**config.mk**
```make
export PLATFORM = sky130hd
export DESIGN_NAME = srmq_regs
export DESIGN_NICKNAME = d
export VERILOG_FILES = /design/src/hdl/srmq_pkg.sv /design/src/hdl/srmq_regs.sv
export SDC_FILE = /design/constraint.sdc
export NUM_CORES = 1
export LEC_CHECK = 0
export CAP_MARGIN = 5
export CELL_PAD_IN_SITES_DETAIL_PLACEMENT = 0
export CELL_PAD_IN_SITES_GLOBAL_PLACEMENT = 1
export CORE_AREA = 2 2 45 47
export CTS_BUF_LIST = sky130_fd_sc_hd__clkbuf_2 sky130_fd_sc_hd__clkbuf_4 sky130_fd_sc_hd__clkbuf_8
export DETAILED_ROUTE_END_ITERATION = 8
export DIE_AREA = 0 0 47 49
export DONT_BUFFER_PORTS = 1
export PLACE_DENSITY_LB_ADDON = 0.1
export SLEW_MARGIN = 20
export SYNTH_ARGS = -nofsm -noshare
export SYNTH_HDL_FRONTEND = slang
export SYNTH_SLANG_ARGS = --single-unit
```
**constraint.sdc**
```tcl
create_clock -name clk_i -period 0.9 [get_ports clk_i]
set_input_delay 0.09 -clock clk_i [delete_from_list [all_inputs] [get_ports clk_i]]
set_output_delay 0.09 -clock clk_i [all_outputs]
set_load 0.01 [all_outputs]
```
**src/hdl/srmq_pkg.sv**
```systemverilog
// Shared constants, codes and types of the sparse-table range-minimum engine.
`default_nettype none

package srmq_pkg;

  // Parameter defaults
  localparam int unsigned MAX_ELEMENTS_DEF = 1024;
  localparam int unsigned LEVELS_DEF       = 11;
  localparam int unsigned VALUE_BITS_DEF   = 16;

  // Field widths on the stream ports
  localparam int unsigned MODE_W  = 2;
  localparam int unsigned IDX_W   = 10;
  localparam int unsigned VAL_W   = 16;
  localparam int unsigned RS_W    = 10;
  localparam int unsigned RE_W    = 11;
  localparam int unsigned POS_W   = 10;
  localparam int unsigned STAT_W  = 2;

  // Input tdata layout, lowest bit first
  localparam int unsigned IDX_LSB = 0;
  localparam int unsigned VAL_LSB = IDX_LSB + IDX_W;
  localparam int unsigned RS_LSB  = VAL_LSB + VAL_W;
  localparam int unsigned RE_LSB  = RS_LSB + RS_W;
  localparam int unsigned IN_BITS = RE_LSB + RE_W;
  localparam int unsigned IN_DATA_W = ((IN_BITS + 7) / 8) * 8;

  // Output tdata layout, lowest bit first
  localparam int unsigned OUT_BITS   = VAL_W + POS_W;
  localparam int unsigned OUT_DATA_W = ((OUT_BITS + 7) / 8) * 8;

  // Item modes
  localparam logic [MODE_W-1:0] MODE_LOAD  = 2'd0;
  localparam logic [MODE_W-1:0] MODE_BUILD = 2'd1;
  localparam logic [MODE_W-1:0] MODE_QUERY = 2'd2;

  // Result status codes
  localparam logic [STAT_W-1:0] STAT_OK        = 2'd0;
  localparam logic [STAT_W-1:0] STAT_BAD_RANGE = 2'd1;
  localparam logic [STAT_W-1:0] STAT_NOT_BUILT = 2'd2;

  // Configuration registers
  localparam int unsigned APB_ADDR_W = 3;
  localparam int unsigned APB_DATA_W = 32;
  localparam int unsigned LEN_W      = 11;
  localparam logic [LEN_W-1:0] LEN_RESET = 11'd1024;
  localparam logic REG_LENGTH = 1'b0;   // register index, paddr[2]

  // Configuration seen by the engine
  typedef struct packed {
    logic [LEN_W-1:0] length;
    logic             clr_built;
  } cfg_t;

  // One result item
  typedef struct packed {
    logic [STAT_W-1:0] status;
    logic [POS_W-1:0]  position;
    logic [VAL_W-1:0]  value;
  } res_t;

endpackage

`default_nettype wire

```
**src/hdl/srmq_regs.sv**
```systemverilog
// APB register block holding the element count.
`default_nettype none

module srmq_regs (
  input  wire logic                                clk_i,
  input  wire logic                                rst_ni,
  input  wire logic                                psel,
  input  wire logic                                penable,
  input  wire logic                                pwrite,
  input  wire logic [srmq_pkg::APB_ADDR_W-1:0]     paddr,
  input  wire logic [srmq_pkg::APB_DATA_W-1:0]     pwdata,
  output logic      [srmq_pkg::APB_DATA_W-1:0]     prdata,
  output logic                                     pready,
  output srmq_pkg::cfg_t                           cfg_o
);

  logic [srmq_pkg::LEN_W-1:0] length_q;
  logic [srmq_pkg::LEN_W-1:0] length_d;
  logic                       wr_len;

  // Write decode
  assign wr_len = psel && penable && pwrite && (paddr[2] == srmq_pkg::REG_LENGTH);

  always_comb begin
    length_d = length_q;
    if (wr_len) begin
      length_d = pwdata[srmq_pkg::LEN_W-1:0];
    end
  end

  always_ff @(posedge clk_i or negedge rst_ni) begin
    if (!rst_ni) begin
      length_q <= srmq_pkg::LEN_RESET;
    end else begin
      length_q <= length_d;
    end
  end

  // Read back
  always_comb begin
    prdata = '0;
    unique case (paddr[2])
      srmq_pkg::REG_LENGTH: prdata = srmq_pkg::APB_DATA_W'(length_q);
      default:              prdata = '0;
    endcase
  end

  assign pready          = 1'b1;
  assign cfg_o.length    = length_q;
  assign cfg_o.clr_built = wr_len;

endmodule

`default_nettype wire

```
==> results.yml, run 1 <==
routing:
  dr.pass1.iters: 1
  drc_errors: 0
  vias_per_cell: 3.981
  vias: 426
  wl_per_cell_um: 12.07
  dr.first_iter.drc_count: 0
  wl_um: 1292
  ant_nets: 0
synth:
  synth_seq_area_share_pct: 38.04
  ys_types: 12
  syn_inst: 62
  ys_ff_latch: 11
  netlist_area_um2: 726.9
  syn_avg_cell_area_um2: 11.72
  yosysWarnings: 0
clock_network:
  clockRootBuffer: "clkbuf_4"
  cts.htree.levels: 1
  cts_sinks: 11
  numCtsBuffers: 3
  cts_buffer_depth: 2
  cts_tree: "yes"
  clkTransAtPathRegs_ns: 0.07
  insertion_delay_ns: 0.27
cells_and_area:
  fin_util_pct: 51.77
  drive_above_1_share_pct: 42.50
  reg_top3: "length_q x11"
  regMostFlops: "length_q"
  multi_input_comb_area_um2: 409.1
  fillers: 178
  seqCellArea_um2: 276.5
  largest_reg_flops: 11
  finalNonFillerCells: 107
  diodes: 0
  area_delta_synth_final_pct: 31.15
  final_nets: 121
global_routing:
  gr-usage-met2_pct: 20.78
  grt_pass1_vias: 405
  grt_antenna_before_repair: 0
  met3_usage_pct: 5.185
  met1_usage_pct: 11.57
  grt_remaining_overflow: 0
  top_usage_layer: "met2"
  grt_pass1_wl_um: 1897
  grt_usage_pct: 11.79
  grt_max_degree: 13
critical_path:
  worstPathMaxFanout: 3
  r2r-start: "length_q[7]"
  cp_top_family: "flip-flops"
  crit_required_ns: 0.81
  end_kind: "output port"
  start_kind: "register"
  max_stage_delay_ns: 0.54
  crit_chain: "nor2b_4"
  reg2reg_setup_slack_ns: -0.01
  reg2regPathDepth: 2
  r2r-end: "length_q[7]"
  critPathBufInv: 0
  arrival_ns: 0.97
  cp_slowest_cell: "dfstp_2"
  critical_path_class: "reg2out"
sta:
  period_minus_slack_ns: 1.057
  max_freq_mhz: 945.8
  holdWs_ns: 0.2063
  slew_viol_final: 0
  setup_viol: 14
  fin_crit_sh_pct: 117.5
  worst_slack_ns: -0.1573
  slew_headroom_pct: 66.20
  rsz0062_at_grt: "yes"
  skew_ns: 0
  hold_viol: 0
  tightest_slew_ns: 0.5054
power:
  powerDensity_nw_per_um2: 1770
  max-vdd-ir-drop_uv: 1008
  p_total_w: 0.001687
  leakagePower_nw: 0.5056
status:
  violations: "negative setup slack"
  status: "finished with violations"
floorplanning:
  fp.dieH_um: 49
  dieArea_um2: 2303
  num_io_pins: 85
  die_x_um: 47
  initial_utilization_pct: 39.47
  rows: 16
  core_um2: 1842
hold_path:
  holdPathEnd: "prdata[7]"
  hold_start: "paddr[2]"
  hold_path.class: "in2out"
  min_path_cells: 1
placement:
  dp_slack_ns: 0.06078
  gp_congestion: 0.5569
  dp.final_hpwl_um: 829.9
  portBuffers: 0
  placed_cells: 89
job:
  drv_cap: 0
synthesized netlist by cell type:
master / instances / area, um2
and2b_1: 1 / 7.510
mux2_4: 9 / 135.1
inv_1: 1 / 3.750
dfrtp_1: 10 / 250.2
clkbuf_1: 1 / 3.750
buf_4: 23 / 172.7
conb_1: 2 / 7.510
nand4b_4: 1 / 23.77
nor2b_1: 10 / 62.56
mux2_2: 2 / 22.52
buf_6: 1 / 11.26
dfstp_2: 1 / 26.28
cells in the final DEF (no fill, tap or decap):
cell type and count:
mux2_2 2, dfrtp_1 10, dlygate4sd3_1 12, dfstp_2 1, inv_1 1, clkbuf_4 4
buf_4 2, nand4b_4 1, buf_12 1, and2b_1 1, conb_1 22, mux2_4 9
buf_6 4, nor2b_4 10
stage by stage:
step / cell area, um2 / setup TNS (ns)
floorplan: 802.0 / 0
global placement: 698.2 / 0
detailed placement: 698.2 / 0
CTS: 942.2 / -1.023
global route: 953.4 / -1.692
finish: 953.4 / -0.9097
cell type report:
type	instances	area share [%]
Clock buffer	4	3.150
Inverter	1	0.3937
Multi-Input combinational cell	45	42.91
Sequential cell	11	29.00
Tap cell	27	3.543
Timing Repair Buffer	19	21.00
power breakdown:
part           switching (W)  internal, W  total [W]
Combinational       0.000193     0.000385   0.000578
Clock               0.000159     0.000202   0.000360
Sequential          0.000138     0.000611   0.000749
kinds of logic (layout without fill, tap and decap cells):
logic type	Yosys count	after routing	share of synthesized area, %
mux	11	11	21.69
simple gates	12	12	12.91
other cells	2	22	1.033
buf+inv	26	24	26.33
flops	11	11	38.04
worst max path at each step:
stage                 startpoint           to  cells past startpoint
finish              length_q[10]   prdata[10]                      1
floorplan           length_q[10]   prdata[10]                      1
detailed placement      paddr[2]  length_q[9]                      3
CTS                 length_q[10]   prdata[10]                      1
global route        length_q[10]   prdata[10]                      1
global placement        paddr[2]  length_q[4]                      3
timing repair:
action,CTS,global route
setup endpoints to repair,15,16
hold buffers,12,0
setup buffers,1,1
gates resized for setup,23,1
endpoints found under the hold margin,22,0
metal layers:
layer / vias up / share of wire (%)
met5: - / 0
met4: 0 / 1.0
met3: 2 / 10
met2: 35 / 54
met1: 203 / 35
li1: 186 / -
No activity file was read; power rests on OpenSTA's default activity.
==> run 2: changes to the inputs <==
--- a/config.mk
+++ b/config.mk
@@ -5,8 +5,9 @@
 export SDC_FILE = /design/constraint.sdc
 export NUM_CORES = 1
 export LEC_CHECK = 0
+export ABC_CLOCK_PERIOD_IN_PS = 900
 export CAP_MARGIN = 5
-export CELL_PAD_IN_SITES_DETAIL_PLACEMENT = 0
+export CELL_PAD_IN_SITES_DETAIL_PLACEMENT = 1
 export CELL_PAD_IN_SITES_GLOBAL_PLACEMENT = 1
 export CORE_AREA = 2 2 45 47
 export CTS_BUF_LIST = sky130_fd_sc_hd__clkbuf_2 sky130_fd_sc_hd__clkbuf_4 sky130_fd_sc_hd__clkbuf_8
==> run 2 against run 1 <==
The flow still finishes with violations (negative setup slack). Fmax down 0.54%. Critical endpoint unchanged. Non-clock buffer count unchanged. Count of clock-buffer cells in the layout unchanged. Utilization increased by 0.068 points. Worst setup slack got worse by 0.0057 ns. Sequential power about the same. Die area unchanged. Sequential share of layout area increased by 0.093 points. Sequential cell count did not move. Final cell count did not move. Via count up 2.8%.
==> results.yml, run 2 (synthesis results as in run 1) <==
critical_path:
  end_kind: "output port"
  reg2reg_setup_slack_ns: 0
  crit_chain: "nor2b_4"
  max_stage_delay_ns: 0.54
  worstPathMaxFanout: 3
  start_kind: "register"
  cp_slowest_cell: "dfstp_2"
  critPathBufInv: 0
  cp_top_family: "flip-flops"
  critical_path_class: "reg2out"
  crit_required_ns: 0.81
  arrival_ns: 0.97
cells_and_area:
  diodes: 0
  seqCellArea_um2: 277.8
  final_cell_mix: "conb_1 (22), dlygate4sd3_1 (12), nor2b_4 (10)"
  finalNonFillerCells: 107
  reg_top3: "length_q x11"
  final_nets: 121
  regMostFlops: "length_q"
  fillers: 212
  area_delta_synth_final_pct: 31.33
  multi_input_comb_area_um2: 409.1
  final_common_cell: "conb_1"
  largest_reg_flops: 11
  drive_above_1_share_pct: 43.75
power:
  max-vdd-ir-drop_uv: 783.7
  comb_power_share_pct: 34.4
  powerDensity_nw_per_um2: 1772
  p_switching_w: 0.0004923
  leakagePower_nw: 0.5045
  p_sw_share_pct: 29.09
  seqPwrFrac_pct: 44.5
  clkPwrFrac_pct: 21.2
  p_int_w: 0.001200
clock_network:
  cts_buffer_depth: 2
  clkTransAtPathRegs_ns: 0.07
  cts_sinks: 11
  cts_tree: "yes"
  insertion_delay_ns: 0.26
  numCtsBuffers: 3
  clockRootBuffer: "clkbuf_4"
  cts.htree.levels: 1
routing:
  vias: 438
  drc_errors: 0
  ant_nets: 0
  dr.first_iter.drc_count: 3
  vias_per_cell: 4.093
  wl_um: 1403
  dr.pass1.iters: 2
  wl_per_cell_um: 13.11
sta:
  max_freq_mhz: 940.7
  fin_crit_sh_pct: 118.1
  slew_headroom_pct: 66.53
  period_minus_slack_ns: 1.063
  rsz0062_at_grt: "yes"
  worst_slack_ns: -0.1630
  slew_viol_final: 0
  tightest_slew_ns: 0.5004
  skew_ns: 0
  setup_viol: 14
  hold_viol: 0
  setup_tns_ns: -0.8713
global_routing:
  grt_remaining_overflow: 0
  grt_antenna_before_repair: 0
  grt_usage_pct: 12.02
  grt_max_degree: 13
  grt_pass1_wl_um: 1918
  grt_pass1_vias: 385
placement:
  gp_congestion: 0.5569
  portBuffers: 0
  dp.final_hpwl_um: 880
  placed_cells: 89
job:
  drv_cap: 0
hold_path:
  hold_path.class: "in2out"
floorplanning:
  dieArea_um2: 2303
  num_io_pins: 85
  initial_utilization_pct: 39.47
  die_x_um: 47
  rows: 16
  fp.dieH_um: 49
  core_um2: 1842
status:
  status: "finished with violations"
  violations: "negative setup slack"
## run 2: what timing repair did
action / CTS / global route
gates resized for setup: 23 / 2
hold endpoints to repair: 22 / 0
hold buffers: 12 / 0
setup endpoints to repair: 15 / 16
cloned: 0 / 0
setup buffers: 1 / 1
## run 2: layout make-up
| cell class | instances | share of cell area (%) |
|---|---|---|
| clock buffers | 4 | 3.145 |
| inverters | 1 | 0.3932 |
| repair buffers | 19 | 20.97 |
| multi-input cells | 45 | 42.86 |
| well taps | 27 | 3.539 |
| flip-flops and latches | 11 | 29.10 |
## run 2: final timing paths
path / start / end / depth (start not counted)
worst max-delay path: length_q[10] / prdata[10] / 1
worst min-delay path: paddr[2] / prdata[7] / 1
worst max register to register: length_q[0] / length_q[0] / 2
worst min register to register: length_q[2] / length_q[2] / 1
max in group asynchronous: rst_ni / length_q[2] / 1
min in group asynchronous: rst_ni / length_q[5] / 1
## run 2: power by group through the flow
stage / Combinational [W] / Sequential [W] / Clock (W)
3_3_place_gp: 0.000393 / 0.000739 / 0
5_1_grt: 0.000614 / 0.000773 / 0.000417
6_report: 0.000582 / 0.000752 / 0.000358
4_1_cts: 0.000558 / 0.000748 / 0.000381
3_5_place_dp: 0.000395 / 0.000744 / 0
2_1_floorplan: 0.000371 / 0.000741 / 0
## run 2: worst register-to-register path: stages, from the launching register on
cell	delay, ns
dfrtp_1	0.40
buf_4	0.14
mux2_4	0.24
## run 2: metrics by stage
stage / hold slack, ns / cell area [um2] / total power [W] / setup slack, ns / util (%)
2_1_floorplan: -0.2056 / 802.0 / 0.001112 / 0.05477 / -
3_3_place_gp: -0.2053 / 698.2 / 0.001133 / 0.06548 / 37.91
3_5_place_dp: -0.2053 / 698.2 / 0.001138 / 0.05899 / 37.91
4_1_cts: 0.2068 / 942.2 / 0.001686 / -0.1663 / 51.15
5_1_grt: 0.2056 / 954.7 / 0.001804 / -0.2145 / 51.83
6_report: 0.2074 / 954.7 / 0.001692 / -0.1630 / 51.83
## run 2: per-layer routing
metal,global-route usage [%],up-vias,wire (um)
met2,20.78,35,748
met5,0,-,0
met4,2.778,0,13
li1,-,185,-
met1,13.02,216,484
met3,5.185,2,157
==> run 3: changes to the inputs <==
--- a/config.mk
+++ b/config.mk
@@ -5,14 +5,13 @@
 export SDC_FILE = /design/constraint.sdc
 export NUM_CORES = 1
 export LEC_CHECK = 0
-export ABC_CLOCK_PERIOD_IN_PS = 900
+export ABC_CLOCK_PERIOD_IN_PS = 880
 export CAP_MARGIN = 5
 export CELL_PAD_IN_SITES_DETAIL_PLACEMENT = 1
 export CELL_PAD_IN_SITES_GLOBAL_PLACEMENT = 1
-export CORE_AREA = 2 2 45 47
-export CTS_BUF_LIST = sky130_fd_sc_hd__clkbuf_2 sky130_fd_sc_hd__clkbuf_4 sky130_fd_sc_hd__clkbuf_8
+export CORE_AREA = 2 2 49 51
 export DETAILED_ROUTE_END_ITERATION = 8
-export DIE_AREA = 0 0 47 49
+export DIE_AREA = 0 0 51 53
 export DONT_BUFFER_PORTS = 1
 export PLACE_DENSITY_LB_ADDON = 0.1
 export SLEW_MARGIN = 20
==> constraint.sdc (replaced) <==
create_clock -name clk_i -period 0.88 [get_ports clk_i]
set_input_delay 0.088 -clock clk_i [delete_from_list [all_inputs] [get_ports clk_i]]
set_output_delay 0.088 -clock clk_i [all_outputs]
set_load 0.01 [all_outputs]
==> run 3 against run 2 <==
Utilization shrank 2.0 points. Critical path depth unchanged. The flow still finishes with violations (negative setup slack). Sequential power fell by 0.5%. Clock power fell by 3%.
==> results.yml, run 3 (synthesis results as in run 1) <==
placement:
  gp_congestion: 0.5693
  portBuffers: 0
  dp.final_hpwl_um: 965
  dp_slack_ns: 0.04045
  post_dp_cell_area_um2: 752.0
cells_and_area:
  final_common_cell: "conb_1"
  area_delta_synth_final_pct: 47.33
  fillers: 222
  diodes: 0
  final_area_um2: 1071
  seqCellArea_um2: 276.5
  drive_above_1_share_pct: 48.35
  largest_reg_flops: 11
  final_cell_mix: "conb_1 (22), buf_6 (14), dlygate4sd3_1 (12)"
  multi_input_comb_area_um2: 409.1
  regMostFlops: "length_q"
  reg_top3: "length_q x11"
  final_nets: 132
power:
  p_sw_share_pct: 29.37
  seqPwrFrac_pct: 38.2
  comb_power_share_pct: 44.1
  max-vdd-ir-drop_uv: 792.2
  p_int_w: 0.001384
  leakagePower_nw: 0.5677
  p_total_w: 0.001960
  p_switching_w: 0.0005756
  clkPwrFrac_pct: 17.7
  powerDensity_nw_per_um2: 1830
critical_path:
  end_kind: "output port"
  crit_chain: "nor2b_4"
  arrival_ns: 0.98
  critical_path_class: "reg2out"
  critPathBufInv: 0
  cp_slowest_cell: "dfstp_2"
  max_stage_delay_ns: 0.55
  worstPathMaxFanout: 3
  cp_top_family: "flip-flops"
  start_kind: "register"
  crit_required_ns: 0.79
routing:
  dr.pass1.iters: 2
  dr.first_iter.drc_count: 5
  wl_per_cell_um: 13.73
  drc_errors: 0
  vias: 467
  vias_per_cell: 3.924
  wl_um: 1634
  ant_nets: 0
global_routing:
  grt_pass1_vias: 477
  grt_remaining_overflow: 0
  grt_pass1_wl_um: 2352
  grt_max_degree: 13
  grt_antenna_before_repair: 0
  grt_usage_pct: 12.65
sta:
  slew_viol_final: 0
  setup_viol: 28
  fin_crit_sh_pct: 121.6
  setup_tns_ns: -1.269
  worst_slack_ns: -0.1903
  max_freq_mhz: 934.3
  hold_viol: 0
  slew_headroom_pct: 66.57
  rsz0062_at_grt: "yes"
  period_minus_slack_ns: 1.070
  tightest_slew_ns: 0.4998
  skew_ns: 0
hold_path:
  hold_path.class: "in2out"
floorplanning:
  rows: 17
  dieArea_um2: 2703
  fp.dieH_um: 53
  num_io_pins: 85
  initial_utilization_pct: 33.84
  core_um2: 2148
  die_x_um: 51
status:
  status: "finished with violations"
  violations: "negative setup slack"
clock_network:
  numCtsBuffers: 3
  cts.htree.levels: 1
  cts_sinks: 11
  insertion_delay_ns: 0.26
  clkTransAtPathRegs_ns: 0.07
  cts_tree: "yes"
  clockRootBuffer: "clkbuf_4"
  cts_buffer_depth: 2
job:
  drv_cap: 0
## run 3: power by group through the flow
stage / Clock, W / Sequential [W] / Combinational, W
5_1_grt: 0.000388 / 0.000766 / 0.000919
3_5_place_dp: 0 / 0.000717 / 0.000551
4_1_cts: 0.000371 / 0.000732 / 0.000834
2_1_floorplan: 0 / 0.000757 / 0.000379
6_report: 0.000348 / 0.000748 / 0.000864
3_3_place_gp: 0 / 0.000708 / 0.000552
## run 3: timing repair
| item | in CTS | in global routing |
|---|---|---|
| endpoints found under the setup margin | 22 | 28 |
| gates resized for setup | 30 | 4 |
| pin swaps | 0 | 0 |
| setup buffers | 6 | 0 |
| endpoints found under the hold margin | 22 | 0 |
| hold buffers | 12 | 0 |
## run 3: worst paths after layout
path	to	slack [ns]	depth (start not counted)	from
worst max register to register	length_q[0]	-0.03	2	length_q[0]
worst min register to register	length_q[7]	0.57	1	length_q[7]
worst min-delay path	prdata[7]	0.21	1	paddr[2]
worst max-delay path	prdata[10]	-0.19	1	length_q[10]
min in group asynchronous	length_q[5]	0.22	1	rst_ni
max in group asynchronous	length_q[10]	0.30	1	rst_ni
## run 3: layout make-up
type | instances | share of cell area [%]
clock buffers | 4 | 2.453
inverters | 1 | 0.3505
multi-input cells | 45 | 38.20
flip-flops and latches | 11 | 25.82
well taps | 28 | 3.271
repair buffers | 30 | 29.91
## run 3: metal layers
layer / track usage, % / routed length [um] / vias to the layer above
li1: - / - / 207
met1: 13.29 / 646 / 226
met2: 22.94 / 848 / 32
met3: 2.542 / 121 / 2
met4: 8.108 / 17 / 0
met5: 0 / 0 / -
## run 3: per-stage QoR
step,cells,util (%),hold slack [ns]
after floorplan,82,-,-0.2076
after global placement,97,35.00,-0.2073
after detailed placement,97,35.00,-0.2073
after CTS,119,49.16,0.2032
after global routing,119,49.85,0.2042
final,119,49.85,0.2074
